[config.mk]
export PLATFORM = sky130hd
export DESIGN_NAME = lkvc_ctrl
export DESIGN_NICKNAME = d
export VERILOG_FILES = /design/src/hdl/lkvc_pkg.sv /design/src/hdl/lkvc_ctrl.sv
export VERILOG_INCLUDE_DIRS = /design/src /design/src/hdl
export SDC_FILE = /design/constraint.sdc
export NUM_CORES = 1
export LEC_CHECK = 0
export ABC_AREA = 1
export BUFFER_PORTS_ARGS = -buffer_cell sky130_fd_sc_hd__buf_2
export CAP_MARGIN = 20
export CELL_PAD_IN_SITES_DETAIL_PLACEMENT = 1
export CELL_PAD_IN_SITES_GLOBAL_PLACEMENT = 2
export CORE_AREA = 2 2 39 41
export CTS_CLUSTER_DIAMETER = 100
export DETAILED_ROUTE_END_ITERATION = 16
export DIE_AREA = 0 0 41 43
export PLACE_DENSITY = 0.59
export SETUP_SLACK_MARGIN = 0.2
export SYNTH_ARGS = -nofsm -noshare
export SYNTH_HDL_FRONTEND = slang
export SYNTH_SLANG_ARGS = --single-unit
[constraint.sdc]
create_clock -name clock -period 0.8 [get_ports clock]
set_input_delay 0.24 -clock clock [delete_from_list [all_inputs] [get_ports clock]]
set_output_delay 0.24 -clock clock [all_outputs]
set_load 0.01 [all_outputs]
[src/hdl/assert_macros.svh]
// Assertion macros shared by the cache RTL
`ifndef ASSERT_MACROS_SVH
`define ASSERT_MACROS_SVH
// assert that a implies b in the same cycle
`define ASSERT_IMP(label, clk, rst, a, b) \
   label: assert property (@(posedge clk) disable iff (rst) (a) |-> (b)) \
      else $error("assertion failed");
// assert that a implies b in the next cycle
`define ASSERT_NEXT(label, clk, rst, a, b) \
   label: assert property (@(posedge clk) disable iff (rst) (a) |=> (b)) \
      else $error("assertion failed");
`endif

[src/hdl/lkvc_pkg.sv]
// Package: constants and control types of the LRU key-value cache
`timescale 1ns / 1ps
package lkvc_pkg;
   localparam int KEY_SPACE = 1024;
   localparam int KEY_W = 10;
   localparam int MAX_CAP = 16;
   localparam int POS_W = 4;
   localparam int OCC_W = 5;
   localparam int VAL_W = 32;
   localparam logic [VAL_W-1:0] MISS_VALUE = '1;
   localparam logic OP_GET = 1'b0;
   localparam logic OP_PUT = 1'b1;
   localparam logic [OCC_W-1:0] CAP_RESET = 5'd16;

   typedef struct packed {
      logic load;      // capture the request, look up presence
      logic update;    // apply list / presence / value changes
      logic out_load;  // capture result into output register
   } lkvc_cmd_type;
endpackage

[src/hdl/lkvc_ctrl.sv]
// Controller: sequences lookup, update and result transfer
`timescale 1ns / 1ps
module lkvc_ctrl import lkvc_pkg::*; (
   input  logic         clock,
   input  logic         reset,
   input  logic         req_tvalid,
   output logic         req_tready,
   output logic         rsp_tvalid,
   input  logic         rsp_tready,
   output lkvc_cmd_type cmd
);
   localparam logic [1:0] ST_IDLE = 2'd0;
   localparam logic [1:0] ST_UPD  = 2'd1;
   localparam logic [1:0] ST_OUT  = 2'd2;

   logic [1:0] state_ff, state_in;
   logic       ovalid_ff, ovalid_in;
   logic       out_free;

   assign out_free = !ovalid_ff || rsp_tready;
   assign req_tready = (state_ff == ST_IDLE);
   assign rsp_tvalid = ovalid_ff;

   always_comb begin
      state_in = state_ff;
      ovalid_in = ovalid_ff;
      cmd = '0;
      if (ovalid_ff && rsp_tready) ovalid_in = 1'b0;
      unique case (state_ff)
         ST_IDLE: begin
            if (req_tvalid) begin
               cmd.load = 1'b1;
               state_in = ST_UPD;
            end
         end
         ST_UPD: begin
            cmd.update = 1'b1;
            state_in = ST_OUT;
         end
         ST_OUT: begin
            if (out_free) begin
               cmd.out_load = 1'b1;
               ovalid_in = 1'b1;
               state_in = ST_IDLE;
            end
         end
         default: state_in = ST_IDLE;
      endcase
   end

   always_ff @(posedge clock) begin
      if (reset) begin
         state_ff <= ST_IDLE;
         ovalid_ff <= 1'b0;
      end else begin
         state_ff <= state_in;
         ovalid_ff <= ovalid_in;
      end
   end

   `include "assert_macros.svh"
   `ASSERT_IMP(a_load_idle, clock, reset, cmd.load, state_ff == ST_IDLE)
   `ASSERT_NEXT(a_load_upd, clock, reset, cmd.load, cmd.update)
   `ASSERT_NEXT(a_out_valid, clock, reset, cmd.out_load, rsp_tvalid)
endmodule

; ---- After elaboration in Yosys (flattened, before gate mapping)
; Index checks and enable logic that the tools add are counted.
[totals]
ff_bits = 3
output_inout_bits = 5
in_bits = 4
[classes]
reduce_logical = 5
n_eq_ne = 4
n_mux = 11
[op_table]
columns = operator, count
row1 = $mux W1, 8
row2 = $pmux W2 S3, 1
row3 = $mux W2, 2
row4 = $ne A2 B2 Y1 const B, 2
row5 = $eq A2 B1 Y1 const B, 1
row6 = $eq A2 B2 Y1 const B, 1
row7 = $logic_not A2 Y1, 1
row8 = $reduce_and A2 Y1, 1
row9 = $logic_and A1 B1 Y1, 1
row10 = $logic_not A1 Y1, 1
row11 = $logic_or A1 B1 Y1, 1

; ---- Longest topological paths before layout
[logic_depth]
depth_word = 4
mapped_depth = 4
depth_no_buf = 4

; ---- Least setup slack after synthesis
; No wires, ideal clock.
[synth_timing]
kind = flip-flop to output port
start = register state_ff[0]
end = output cmd[2] (netlist bit)
stages_incl_launch_ff = 4
arrival_time_ps = 612
path_slack_ps = -52
required_time_ps = 560
cell_sequence = dfxtp_1 -> inv_1 -> nand2_1 -> nor2_1
[synth_lines]
columns = element, line_no
row1 = "start, declared", lkvc_ctrl.sv:16  ; logic [1:0] state_ff, state_in;
row2 = "start signal, assigned", lkvc_ctrl.sv:56  ; state_ff <= state_in;
row3 = "end, declared", lkvc_ctrl.sv:10  ; output lkvc_cmd_type cmd

==> flow_summary_export.csv <==
group,metric,value,unit
status,status,"finished with violations",
status,failed_checks,"negative setup slack",
cts,hold_buffers,0,
pwr,ir_drop,0.481,mV
yosys,syn_area_per_cell,6.73,µm²
setup_path,reg2reg_from,"state_ff[0]$_SDFFE_PP0P_",
setup_path,worstPathRequired,0.56,ns
timing,setup_viol,8,
layout,nets,48,
layout,final_core_util,29.3,%
cts,cts_made_buffers,3,
placed_design,routabilityCongestion,0.667,
floorplan,rows,14,
timing,fmax,0.886,GHz
timing,grt_setup_unrepaired,"yes",
floorplan,start_util,10.2,%
cts,cts.sinks,3,
cts,clockRootBuffer,"clkbuf_4",
cts,cts_tree,"yes",
setup_path,end_kind,"output pin",
routing,dr.pass1.iters,2,
routing,drt_iter0_drc,1,
pwr,p_per_area,1420,nW/µm²
setup_path,rrSetupSlack,-0.13,ns
yosys,netlist_instances,21,
global_route,grt_pass1_vias,243,
layout,regArea,66.3,µm²
yosys,synth-seq-cells,3,
setup_path,r2r_cells,6,
timing,setup_tns,-1.77,ns
layout,nFillCells,168,
routing,ant_nets,0,
timing,finalWorstSetupSlack,-0.329,ns
yosys,syn_nets,25,
routing,post_drt_wl_per_cell,8.39,µm
routing,vias,210,
yosys,netlist_area,141,µm²
global_route,grt_antenna_before_repair,0,
floorplan,ioPinCount,9,
floorplan,coreArea,1380,µm²
layout,antenna_cells,0,
setup_path,crit_type,"reg2out",
timing,fin_crit,1.13,ns
min_path,hold_end,"rsp_tvalid$_SDFF_PP0_",
floorplan,die_h,43,µm
floorplan,die_w,41,µm
global_route,grt_max_degree,4,
min_path,min_path_type,"in2reg",
timing,slew_viol_final,0,
floorplan,dieArea,1760,µm²
global_route,busiest_layer,"met2",
setup_path,cp_data_arrival_time,0.89,ns
yosys,yosysSeqAreaShare,42.5,%
cts,clk_pin_slew_worst_paths,0.04,ns
global_route,use_met2,11.3,%
min_path,worstHoldPathCells,2,
placed_design,dp_hpwl,328,µm
routing,route.detailed.drc,0,
global_route,met1_usage,7.69,%
cts,clk_latency,0.23,ns
yosys,yosysWarnings,0,
global_route,grt_use_met3,4.71,%
routing,wl,495,µm
placed_design,io_buffers,8,
run,cap_violations,0,
global_route,grt_pass1_wl,862,µm
timing,max-slew-margin-rel,92.2,%
timing,fin_crit_sh,141,%
global_route,overflow,0,
pwr,p_leak,0.188,nW
global_route,track_usage,8.12,%
layout,area_growth,187,%
cts,clock_path_buffers,2,
setup_path,worstPathMaxFanout,3,
min_path,hp-start,"reset",
timing,worst_pin_slew,0.117,ns
setup_path,reg2reg_to,"rsp_tvalid$_SDFF_PP0_",
timing,worst_clock_skew,0.00233,ns
cts,htreeDepth,1,
yosys,yosysUniqueCellTypes,9,
layout,drive_gt1_share,90.7,%
routing,viasPerCell,3.56,
setup_path,start_kind,"flip-flop",
timing,timing_hold_violations_final,0,
layout,multi_input_area,104,µm²
-- worst max-delay path by stage --
stage	startpoint	to	slack (ns)	depth (start not counted)
after floorplan	state_ff[1]$_SDFFE_PP0P_	cmd[2]	0.004	3
after global placement	state_ff[0]$_SDFFE_PP0P_	cmd[2]	-0.12	4
after detailed placement	state_ff[1]$_SDFFE_PP0P_	cmd[2]	-0.12	4
after CTS	state_ff[1]$_SDFFE_PP0P_	cmd[2]	-0.34	4
after global routing	state_ff[0]$_SDFFE_PP0P_	cmd[2]	-0.38	4
final	state_ff[1]$_SDFFE_PP0P_	cmd[2]	-0.33	4
-- through the flow --
| stage | total power [mW] | cell area (µm²) | instances | worst slack (ns) | hold slack, ns |
|---|---|---|---|---|---|
| floorplan | 0.211 | 163 | 21 | 0.00386 | 0.302 |
| global placement | 0.261 | 268 | 51 | -0.119 | 0.441 |
| detailed placement | 0.262 | 268 | 51 | -0.123 | 0.440 |
| CTS | 0.587 | 370 | 59 | -0.340 | 0.198 |
| global route | 0.626 | 405 | 59 | -0.381 | 0.206 |
| finish | 0.576 | 405 | 59 | -0.329 | 0.215 |
-- repair_timing --
action	in CTS	in global routing
pin swaps	5	2
endpoints found under the setup margin	8	8
resized for setup	10	10
setup buffers	4	0
endpoints found under the hold margin	0	0
-- sequential cells by signal, summed over array words and instances, names as in the netlist --
name	flops
state_ff	2
rsp_tvalid	1
-- metal layers --
layer | part of all wire (%) | vias up
met4 | 0 | 0
met1 | 34 | 97
met5 | 0 | -
met2 | 57 | 8
li1 | - | 105
met3 | 9.7 | 0
-- final cells by class --
class,instances,share of cell area [%]
Timing Repair Buffer,18,39.8
Multi-Input combinational cell,12,25.6
Sequential cell,3,16.4
Inverter,6,6.79
Clock buffer,4,6.48
Tap cell,16,4.94
-- placed cells by master (no fill, tap or decap) --
cell type	netlist	routed
dfxtp_4	0	1
clkbuf_1	0	1
inv_4	0	2
buf_4	0	6
dfxtp_2	0	2
nand2_2	1	2
nand2_4	0	2
nor2_4	1	3
inv_2	1	3
nand2_1	4	1
buf_2	0	3
buf_6	0	9
nor3_2	0	1
clkbuf_4	0	3
inv_1	5	1
nor2_1	3	1
a21oi_2	0	2
-- worst max-delay path, stage by stage (launching register included) --
cell,delay (ns)
dfxtp_4,0.35
inv_4,0.07
nand2_4,0.06
nor2_4,0.08
buf_6,0.10
-- synthesized netlist by cell type --
| library cell | count | area [µm²] |
|---|---|---|
| inv_1 | 5 | 18.8 |
| a21oi_1 | 2 | 10.0 |
| nand2_2 | 1 | 6.26 |
| nor3_1 | 1 | 5.00 |
| nor2_4 | 1 | 11.3 |
| nand2_1 | 4 | 15.0 |
| inv_2 | 1 | 3.75 |
| dfxtp_1 | 3 | 60.1 |
| nor2_1 | 3 | 11.3 |
-- power breakdown --
part	switching [mW]	total (mW)	internal, mW
sequential	0.00906	0.166	0.157
clock	0.0776	0.264	0.187
combinational	0.0625	0.146	0.0834
-- cell families after synthesis --
| kind of cell | synth area share [%] |
|---|---|
| compound gates | 7.08 |
| buf+inv | 15.9 |
| flops | 42.5 |
| simple gates | 34.5 |
(Power assumes the default switching activity.)
